<file path="src/hdl/lsg_pkg.sv">
// Shared types and constants for the scanline timing generator.
// No dependencies; used by lcd_scanline_timing_generator_unit.
`default_nettype none

package lsg_pkg;

  // Line timing
  localparam int unsigned DRAW_CYCLES   = 960;
  localparam int unsigned HBLANK_CYCLES = 272;
  localparam int unsigned VISIBLE_LINES = 160;
  localparam int unsigned TOTAL_LINES   = 228;

  // Field widths
  localparam int unsigned ELAPSED_W = 12;
  localparam int unsigned LINE_W    = 8;
  localparam int unsigned COUNT_W   = 13;
  localparam int unsigned IN_TDATA_W  = 16;
  localparam int unsigned OUT_TDATA_W = 32;
  localparam int unsigned CFG_IDX_W   = 4;
  localparam int unsigned CFG_DATA_W  = 8;

  // Event counter floor
  localparam logic signed [COUNT_W-1:0] COUNTER_MIN = -13'sd4095;

  // Register map
  typedef enum logic [CFG_IDX_W-1:0] {
    REG_LINE_COMPARE = 4'd0,
    REG_HBLANK_IRQ   = 4'd1,
    REG_VBLANK_IRQ   = 4'd2,
    REG_MATCH_IRQ    = 4'd3
  } reg_index_t;

  // One result, packed lowest field last so it maps to tdata from bit 0
  typedef struct packed {
    logic signed [COUNT_W-1:0] cycles_to_event;
    logic                      frame_done;
    logic                      vblank_start;
    logic                      visible_hblank_start;
    logic                      irq_match;
    logic                      vblank_irq;
    logic                      hblank_irq;
    logic                      line_match;
    logic                      in_vblank;
    logic                      in_hblank;
    logic [LINE_W-1:0]         line_number;
  } result_t;

endpackage

`default_nettype wire

</file>
<file path="src/hdl/lcd_scanline_timing_generator_unit.sv">
// Scanline timing generator: event counter, line counter and blank flags.
// Depends on lsg_pkg.
//
//  channel | dir | handshake                  | payload
//  s_axis  | in  | s_axis_tvalid/tready       | tdata[11:0] elapsed_cycles
//  m_axis  | out | m_axis_tvalid/tready       | tdata[29:0] result fields
//  cfg     | in  | cfg_valid/cfg_ready        | cfg_index, cfg_data
//
// One item per clock while the output is not stalled: the timing state and the
// result register are both loaded on the clock edge that accepts the item.
// The input is taken whenever the output register is empty or being drained.
// cfg_ready is always high; writes take effect on the next clock.
// rst (synchronous) restores counter 960, line 0, all flags and config registers 0.
`default_nettype none

module lcd_scanline_timing_generator_unit (
  input  wire logic                               clk,
  input  wire logic                               rst,
  // [11:0] elapsed_cycles, [15:12] zero
  input  wire logic [lsg_pkg::IN_TDATA_W-1:0]     s_axis_tdata,
  input  wire logic                               s_axis_tvalid,
  output logic                                    s_axis_tready,
  // [7:0] line_number, [8] in_hblank, [9] in_vblank, [10] line_match,
  // [11] hblank_irq, [12] vblank_irq, [13] irq_match,
  // [14] visible_hblank_start, [15] vblank_start, [16] frame_done,
  // [29:17] cycles_to_event, [31:30] zero
  output logic [lsg_pkg::OUT_TDATA_W-1:0]         m_axis_tdata,
  output logic                                    m_axis_tvalid,
  input  wire logic                               m_axis_tready,
  input  wire logic                               cfg_valid,
  output logic                                    cfg_ready,
  input  wire logic [lsg_pkg::CFG_IDX_W-1:0]      cfg_index,
  input  wire logic [lsg_pkg::CFG_DATA_W-1:0]     cfg_data
);

  localparam int unsigned CW = lsg_pkg::COUNT_W;
  localparam int unsigned LW = lsg_pkg::LINE_W;

  // Configuration registers
  logic [LW-1:0] line_compare;
  logic          hblank_irq_enable;
  logic          vblank_irq_enable;
  logic          match_irq_enable;

  // Timing state
  logic signed [CW-1:0] event_counter, event_counter_next;
  logic [LW-1:0]        line_counter, line_counter_next;
  logic                 hblank_flag, hblank_flag_next;
  logic                 vblank_flag, vblank_flag_next;
  logic                 match_flag, match_flag_next;

  // Output register
  lsg_pkg::result_t result, result_next;
  logic             out_valid;

  logic                      in_accept;
  logic [lsg_pkg::ELAPSED_W-1:0] elapsed;
  logic signed [CW:0]        diff;
  logic signed [CW:0]        sat;
  logic [LW-1:0]             line_inc;

  assign cfg_ready     = 1'b1;
  assign s_axis_tready = !out_valid || m_axis_tready;
  assign in_accept     = s_axis_tvalid && s_axis_tready;
  assign elapsed       = s_axis_tdata[lsg_pkg::ELAPSED_W-1:0];

  // Register writes
  always_ff @(posedge clk) begin
    if (rst) begin
      line_compare      <= '0;
      hblank_irq_enable <= 1'b0;
      vblank_irq_enable <= 1'b0;
      match_irq_enable  <= 1'b0;
    end else if (cfg_valid && cfg_ready) begin
      unique case (cfg_index)
        lsg_pkg::REG_LINE_COMPARE: line_compare      <= cfg_data[LW-1:0];
        lsg_pkg::REG_HBLANK_IRQ:   hblank_irq_enable <= cfg_data[0];
        lsg_pkg::REG_VBLANK_IRQ:   vblank_irq_enable <= cfg_data[0];
        lsg_pkg::REG_MATCH_IRQ:    match_irq_enable  <= cfg_data[0];
        default: ;
      endcase
    end
  end

  // Subtract, floor at COUNTER_MIN, then at most one transition
  always_comb begin
    diff = {event_counter[CW-1], event_counter}
         - $signed({{(CW+1-lsg_pkg::ELAPSED_W){1'b0}}, elapsed});
    if (diff < $signed({lsg_pkg::COUNTER_MIN[CW-1], lsg_pkg::COUNTER_MIN}))
      sat = {lsg_pkg::COUNTER_MIN[CW-1], lsg_pkg::COUNTER_MIN};
    else
      sat = diff;
    line_inc = line_counter + LW'(1);

    event_counter_next = sat[CW-1:0];
    line_counter_next  = line_counter;
    hblank_flag_next   = hblank_flag;
    vblank_flag_next   = vblank_flag;
    match_flag_next    = match_flag;
    result_next        = '0;

    if (sat <= 0) begin
      if (!hblank_flag) begin
        // draw -> horizontal blank
        event_counter_next = sat[CW-1:0] + CW'(lsg_pkg::HBLANK_CYCLES);
        hblank_flag_next   = 1'b1;
        result_next.visible_hblank_start = !vblank_flag;
        result_next.hblank_irq           = hblank_irq_enable;
      end else begin
        // horizontal blank -> next line
        event_counter_next = sat[CW-1:0] + CW'(lsg_pkg::DRAW_CYCLES);
        hblank_flag_next   = 1'b0;
        line_counter_next  = line_inc;
        if (line_inc == LW'(lsg_pkg::VISIBLE_LINES)) begin
          vblank_flag_next         = 1'b1;
          result_next.vblank_start = 1'b1;
          result_next.vblank_irq   = vblank_irq_enable;
        end else if (line_inc == LW'(lsg_pkg::TOTAL_LINES)) begin
          vblank_flag_next       = 1'b0;
          line_counter_next      = '0;
          result_next.frame_done = 1'b1;
        end
        match_flag_next       = (line_counter_next == line_compare);
        result_next.irq_match = match_flag_next && match_irq_enable;
      end
    end

    result_next.line_number     = line_counter_next;
    result_next.in_hblank       = hblank_flag_next;
    result_next.in_vblank       = vblank_flag_next;
    result_next.line_match      = match_flag_next;
    result_next.cycles_to_event = event_counter_next;
  end

  // Timing state update per accepted transaction
  always_ff @(posedge clk) begin
    if (rst) begin
      event_counter <= CW'(lsg_pkg::DRAW_CYCLES);
      line_counter  <= '0;
      hblank_flag   <= 1'b0;
      vblank_flag   <= 1'b0;
      match_flag    <= 1'b0;
    end else if (in_accept) begin
      event_counter <= event_counter_next;
      line_counter  <= line_counter_next;
      hblank_flag   <= hblank_flag_next;
      vblank_flag   <= vblank_flag_next;
      match_flag    <= match_flag_next;
    end
  end

  // Output register
  always_ff @(posedge clk) begin
    if (rst) begin
      out_valid <= 1'b0;
    end else if (in_accept) begin
      out_valid <= 1'b1;
    end else if (m_axis_tready) begin
      out_valid <= 1'b0;
    end
  end

  always_ff @(posedge clk) begin
    if (in_accept) begin
      result <= result_next;
    end
  end

  assign m_axis_tvalid = out_valid;
  assign m_axis_tdata  = {{(lsg_pkg::OUT_TDATA_W - $bits(lsg_pkg::result_t)){1'b0}}, result};

  // Checks
  a_counter_floor: assert property (@(posedge clk) disable iff (rst)
    event_counter >= lsg_pkg::COUNTER_MIN)
    else $error("event counter below floor");

  a_frame_line: assert property (@(posedge clk) disable iff (rst)
    out_valid && result.frame_done |-> result.line_number == '0 && !result.in_vblank)
    else $error("frame done without wrap to line 0");

  a_vblank_entry: assert property (@(posedge clk) disable iff (rst)
    out_valid && result.vblank_start |->
      result.in_vblank && result.line_number == LW'(lsg_pkg::VISIBLE_LINES))
    else $error("vblank start off the first blank line");

  a_vblank_irq: assert property (@(posedge clk) disable iff (rst)
    out_valid && result.vblank_irq |-> result.vblank_start)
    else $error("vblank irq without vblank entry");

  a_state_follows: assert property (@(posedge clk) disable iff (rst)
    in_accept |=> line_counter == result.line_number && hblank_flag == result.in_hblank)
    else $error("state and result disagree");

endmodule

`default_nettype wire

</file>
<file path="config.mk">
export PLATFORM = sky130hd
export DESIGN_NAME = lcd_scanline_timing_generator_unit
export DESIGN_NICKNAME = d
export VERILOG_FILES = /design/src/hdl/lsg_pkg.sv /design/src/hdl/lcd_scanline_timing_generator_unit.sv
export SDC_FILE = /design/constraint.sdc
export NUM_CORES = 1
export LEC_CHECK = 0
export BUFFER_PORTS_ARGS = -buffer_cell sky130_fd_sc_hd__buf_4
export CORE_MARGIN = 1.5
export CORE_UTILIZATION = 30
export DETAILED_ROUTE_END_ITERATION = 8
export GPL_ROUTABILITY_DRIVEN = 0
export HOLD_SLACK_MARGIN = 0.08
export PLACE_DENSITY = 0.5
export SLEW_MARGIN = 15
export SYNTH_ARGS = -nofsm -noshare
export SYNTH_HDL_FRONTEND = slang
export SYNTH_SLANG_ARGS = --single-unit
</file>
<file path="constraint.sdc">
create_clock -name clk -period 10.1 [get_ports clk]
set_input_delay 1.01 -clock clk [delete_from_list [all_inputs] [get_ports clk]]
set_output_delay 1.01 -clock clk [all_outputs]
set_load 0.01 [all_outputs]
</file>
======== Yosys cells after proc, flatten, opt, wreduce, memory -nomap -nowiden ========
Cells that the tools add are included.
storage, ports and cells
  register bits ........................... 66
  input bits .............................. 33
  output and inout bits ................... 35
  logic and storage cells ................. 71
operators by class
  $add $sub $neg .......................... 4
  order comparisons ....................... 2
  equal/unequal tests ..................... 6
  mux-type cells .......................... 21
  bitwise logic cells ..................... 2
  reduce and logical (&&, ||, !) cells .... 15
operator list
  cell                    count
  $mux 8                  6
  $mux 13                 2
  $eq 8x8->1 const B      2
  $le 14x1->1 const B     1
  $lt 14x13->1 const B    1
  $mux 14                 1
  $sub 13x13->14          1
  $add 13x10->13 const B  1
  $add 13x9->13 const B   1
  $mux 1                  12
  $reduce_and 2->1        5
  $add 8x1->8 const B     1
  $eq 4x2->1 const B      2
  $eq 8x8->1              1
  $eq 4x1->1 const B      1
  $logic_not 4->1         1
  $reduce_and 3->1        1
  $reduce_or 3->1         1
  $logic_and 1x1->1       2
  $logic_not 1->1         2
  $not 1->1               2
  $reduce_bool 2->1       1
  $reduce_or 2->1         1
  $logic_or 1x1->1        1

======== Logic depth before layout (Yosys ltp) ========
  depth after elaboration ................. 9
  mapped depth ............................ 27

======== Least setup slack after synthesis ========
No wires, ideal clock.
  path kind ............................... in2reg
  start point ............................. input port s_axis_tdata[6] (netlist name)
  end point ............................... register result, in the netlist m_axis_tdata[3] (data pin)
  data arrival time ....................... 5.473 ns
  required time ........................... 9.835 ns
  path slack .............................. 4.361 ns
  cell stages on the path ................. 26
  buffers on the path ..................... 4
  path through ............................ inv_1 ha_1 buf_4 a21oi_4 nor2_1 a211o_1 a31oi_1 xnor2_2 and2_1 a211o_1 ha_1 clkbuf_1 nor2_1 nand3_1 o311ai_0 or3b_1 clkbuf_2 inv_1 ha_1 inv_1 nor3_1 nand4_2 a21oi_2 buf_4 nand2_1 xnor2_1
between the ends
  word-level cells in the longest chain between the ends .. 5
RTL lines
  item                            RTL line                                   source
  start: declaration              lcd_scanline_timing_generator_unit.sv:20   input wire logic [lsg_pkg::IN_TDATA_W-1:0] s_axis_tdata,
  $sub 13x13->14 *                lcd_scanline_timing_generator_unit.sv:88   - $signed({{(CW+1-lsg_pkg::ELAPSED_W){1'b0}}, elapsed});
  $lt 14x13->1                    lcd_scanline_timing_generator_unit.sv:89   if (diff < $signed({lsg_pkg::COUNTER_MIN[CW-1], lsg_pkg::COUNTER_MIN}))
  $mux 14 *                       lcd_scanline_timing_generator_unit.sv:89
  $le 14x1->1 *                   lcd_scanline_timing_generator_unit.sv:102  if (sat <= 0) begin
  $mux 8 *                        lcd_scanline_timing_generator_unit.sv:102
  named net line_counter_next[3]  lcd_scanline_timing_generator_unit.sv:47   logic [LW-1:0] line_counter, line_counter_next;
  end signal: assignment          lcd_scanline_timing_generator_unit.sv:165  result <= result_next;
  end: declaration                lcd_scanline_timing_generator_unit.sv:53   lsg_pkg::result_t result, result_next;
Mark *: on every way through the listed nets, which the timed path passes. The rest lies on a longest branch.
A chain may end at the register's enable or synchronous reset.

======== Worst setup path after layout ========
  start point ............................. input port s_axis_tdata[1] (netlist name)
  end point ............................... register line_counter[2]
between the ends
  word-level cells in the longest chain between the ends .. 5
RTL lines
  item                    RTL line                                   source
  $sub 13x13->14 *        lcd_scanline_timing_generator_unit.sv:88
  $lt 14x13->1            lcd_scanline_timing_generator_unit.sv:89
  $mux 14 *               lcd_scanline_timing_generator_unit.sv:89
  $le 14x1->1 *           lcd_scanline_timing_generator_unit.sv:102
  $mux 8 *                lcd_scanline_timing_generator_unit.sv:102
  end signal: assignment  lcd_scanline_timing_generator_unit.sv:145  line_counter <= line_counter_next;
  end: declaration        lcd_scanline_timing_generator_unit.sv:47
Mark *: on every way between the ends. The rest lies on a longest branch, timed or not.

==> flow_summary_export.csv <==
group,metric,value,unit
floorplanning,dieArea,0.0150,mm²
critical_path,startpoint_type,"primary input",
timing,min_period,6850,ps
routing,dr.pass1.iters,5,
clock_tree,cts_root_buf,"clkbuf_16",
critical_path,cp_data_arrival_time,7040,ps
timing,finalWorstSetupSlack,3250,ps
min_path,min_from,"hblank_irq_enable$_SDFFE_PP0P_",
critical_path,r2r-end,"line_counter[2]$_SDFFE_PP0P_",
timing,final_max_slew_viol_count,0,
routing,drt-initial-drc-count,195,
synth,synth_area,0.00430,mm²
synth,synthFlopType,"dfxtp_1",
floorplanning,die_y,123,µm
critical_path,crit_required,10290,ps
critical_path,r2r_slack,3750,ps
routing,highest_layer,"met4",
floorplanning,die_x,123,µm
power,peakVddDrop,122,µV
synth,async_flop_share,0,%
outcome,outcome,"finished clean",
global_route,grt_pass1_vias,3422,
finish,final_nets,587,
timing,rsz0062_at_grt,"no",
global_route,antenna_found_initial,0,
synth,yosys_register_bits,66,
timing,setup_viol,0,
finish,drive_above_1_share,18.8,%
critical_path,critPathKind,"in -> reg",
timing,fmax,0.146,GHz
min_path,hp-class,"reg -> reg",
synth,synth_area_per_cell,8.78,µm²
timing,hold_violations,0,
clock_tree,clkTransAtPathRegs,50,ps
synth,synth-edff-count,30,
routing,drc_errors,0,
finish,layout.cells.most_common,"buf_4",
synth,synth_cell_type_count,67,
clock_tree,cts_setup_buffers,0,
routing,wl_met3,355,µm
clock_tree,cts_buffers,9,
placed_design,port_buffers,60,
critical_path,r2r_cells,21,
timing,setup_tns,0,ps
synth,ys_seq_area_share,37.8,%
routing,ant_nets,0,
global_route,overflow,0,
global_route,grt_usage,14.3,%
synth,ys_warn_count,0,
finish,antenna_cells,0,
floorplanning,io_pins,68,
routing,route.detailed.wl_per_inst,14.4,µm
finish,n_fill_cell,1445,
routing,drt-total-wl,10300,µm
timing,worst_pin_slew,979,ps
placed_design,pre_cts_ws,2890,ps
power,leakagePower,2.10,nW
clock_tree,cts_resized,0,
min_path,hold_path_end,"hblank_irq_enable$_SDFFE_PP0P_",
timing,clock_skew,6.77,ps
routing,wl_met2,5010,µm
job,drv_cap,0,
routing,post_drt_via_cell_ratio,4.93,
critical_path,crit_start,"s_axis_tdata[1]",
clock_tree,cts_hold_buf,0,
floorplanning,start_util,30.8,%
floorplanning,rows,43,
synth,syn_inst,489,
min_path,hold_depth,2,
placed_design,hpwlAfterDp,7660,µm
finish,finish.utilization,36.8,%
critical_path,crit_fanout,19,
floorplanning,core,0.0139,mm²
timing,period_share,67.8,%
global_route,grt_max_degree,45,
global_route,grt_pass1_wl,16800,µm
routing,vias,3532,
clock_tree,insertion_delay,330,ps
clock_tree,cts_buffer_depth,2,
finish,layout_common_cells,"buf_4, nor2_1, nand2_1",
finish,area_growth_syn_to_layout,19.4,%
timing,slew_headroom,34.6,%
clock_tree,cts_tree,"done",
critical_path,rr_startpoint,"event_counter[1]$_SDFFE_PP0P_",
clock_tree,htreeDepth,3,
routing,drt-met1-wl,4820,µm
critical_path,crit_path_end_kind,"register",
clock_tree,clock_sinks,66,
power,p_per_area,269,mW/mm²
through the flow:
| stage | area, µm² | hold slack (ps) | cells | total power [mW] |
|---|---|---|---|---|
| floorplan | 4300 | 432 | 490 | 0.897 |
| global placement | 4830 | 461 | 701 | 1.06 |
| detailed placement | 4830 | 473 | 701 | 1.08 |
| CTS | 5130 | 483 | 717 | 1.40 |
| global route | 5130 | 510 | 717 | 1.49 |
| finish | 5130 | 473 | 717 | 1.38 |
state kept, by name, summed over array words and instances (netlist names):
signal and flops:
event_counter 13, hblank_flag 1, hblank_irq_enable 1, line_compare 8
line_counter 8, m_axis_tdata 30, m_axis_tvalid 1, match_flag 1
match_irq_enable 1, vblank_flag 1, vblank_irq_enable 1
cells in the mapped netlist, drive strengths merged, types with 3 or more instances:
cell type	instances	area share, %
nand2	48	4.3
nor2	47	4.1
a21oi	28	4.1
mux2i	18	4.2
a211o	4	0.82
a2111oi	3	1.2
xnor2	16	3.4
edfxtp	30	21
clkbuf	19	1.7
inv	34	3.0
o31ai	5	0.87
a211oi	9	1.7
nand3	17	2.0
nand4	8	1.3
and3	11	1.6
or2	3	0.44
o211ai	3	0.52
and2	8	1.2
xor2	10	2.0
buf	12	2.1
nor3	21	2.6
o21a	4	0.73
ha	21	6.1
a21o	7	1.2
dfxtp	36	17
a31oi	7	1.0
nand2b	6	0.87
o21ai	16	1.9
nor2b	7	1.0
layer usage:
layer	vias to the layer above	GRT usage, %
li1	1818	-
met1	1639	18.0
met2	64	25.0
met3	11	2.28
met4	0	4.72
met5	-	0
cells by family (layout without fill, tap and decap cells):
kind of cell    count (synthesis)  after routing  share of synthesized area, %
compound gates                105            105                          18.1
buf+inv                        66            113                          6.84
other cells                     2              3                         0.175
xor+xnor                       26             26                          5.48
fa+ha+maj                      22             22                          6.58
simple gates                  184            184                          20.9
mux                            18             18                          4.19
flops                          66             66                          37.8
worst max-delay path: stages:
cell and delay, ps:
buf_4 100, inv_1 40, ha_1 290, nor2b_1 130, o2111ai_1 430, nand2_1 220, a31oi_1 390, xnor2_2 180
and2_1 190, a211o_1 260, ha_1 760, nor2_1 90, nand3_1 110, o311ai_0 120, or3b_1 520, inv_1 120
ha_1 180, inv_1 60, nor3_1 280, nand4_2 310, a211oi_2 920, and2_1 250, o32ai_2 80
layout make-up:
cell class / instances / area [µm²] / share of cell area [%]
multi-input cells: 358 / 2380 / 46.5
flip-flops and latches: 66 / 1620 / 31.6
clock buffers: 9 / 225 / 4.39
clock inverters: 7 / 77.6 / 1.51
well taps: 180 / 225 / 4.39
repair buffers: 62 / 465 / 9.07
inverters: 35 / 131 / 2.56
how the worst max path moves through the flow:
stage                                              end  cells after the start
after detailed placement  line_counter[2]$_SDFFE_PP0P_                     23
after global routing      line_counter[2]$_SDFFE_PP0P_                     23
final                     line_counter[2]$_SDFFE_PP0P_                     23
after global placement    line_counter[2]$_SDFFE_PP0P_                     23
after floorplan              m_axis_tdata[3]$_DFFE_PP_                     26
after CTS                 line_counter[2]$_SDFFE_PP0P_                     23
where the power goes:
| group | internal, mW | switching, mW | leakage (nW) |
|---|---|---|---|
| clock | 0.193 | 0.119 | 0.146 |
| combinational | 0.270 | 0.410 | 1.37 |
| sequential | 0.358 | 0.0309 | 0.588 |
| total | 0.821 | 0.560 | 2.10 |
Power figures use the tool's default switching activity.
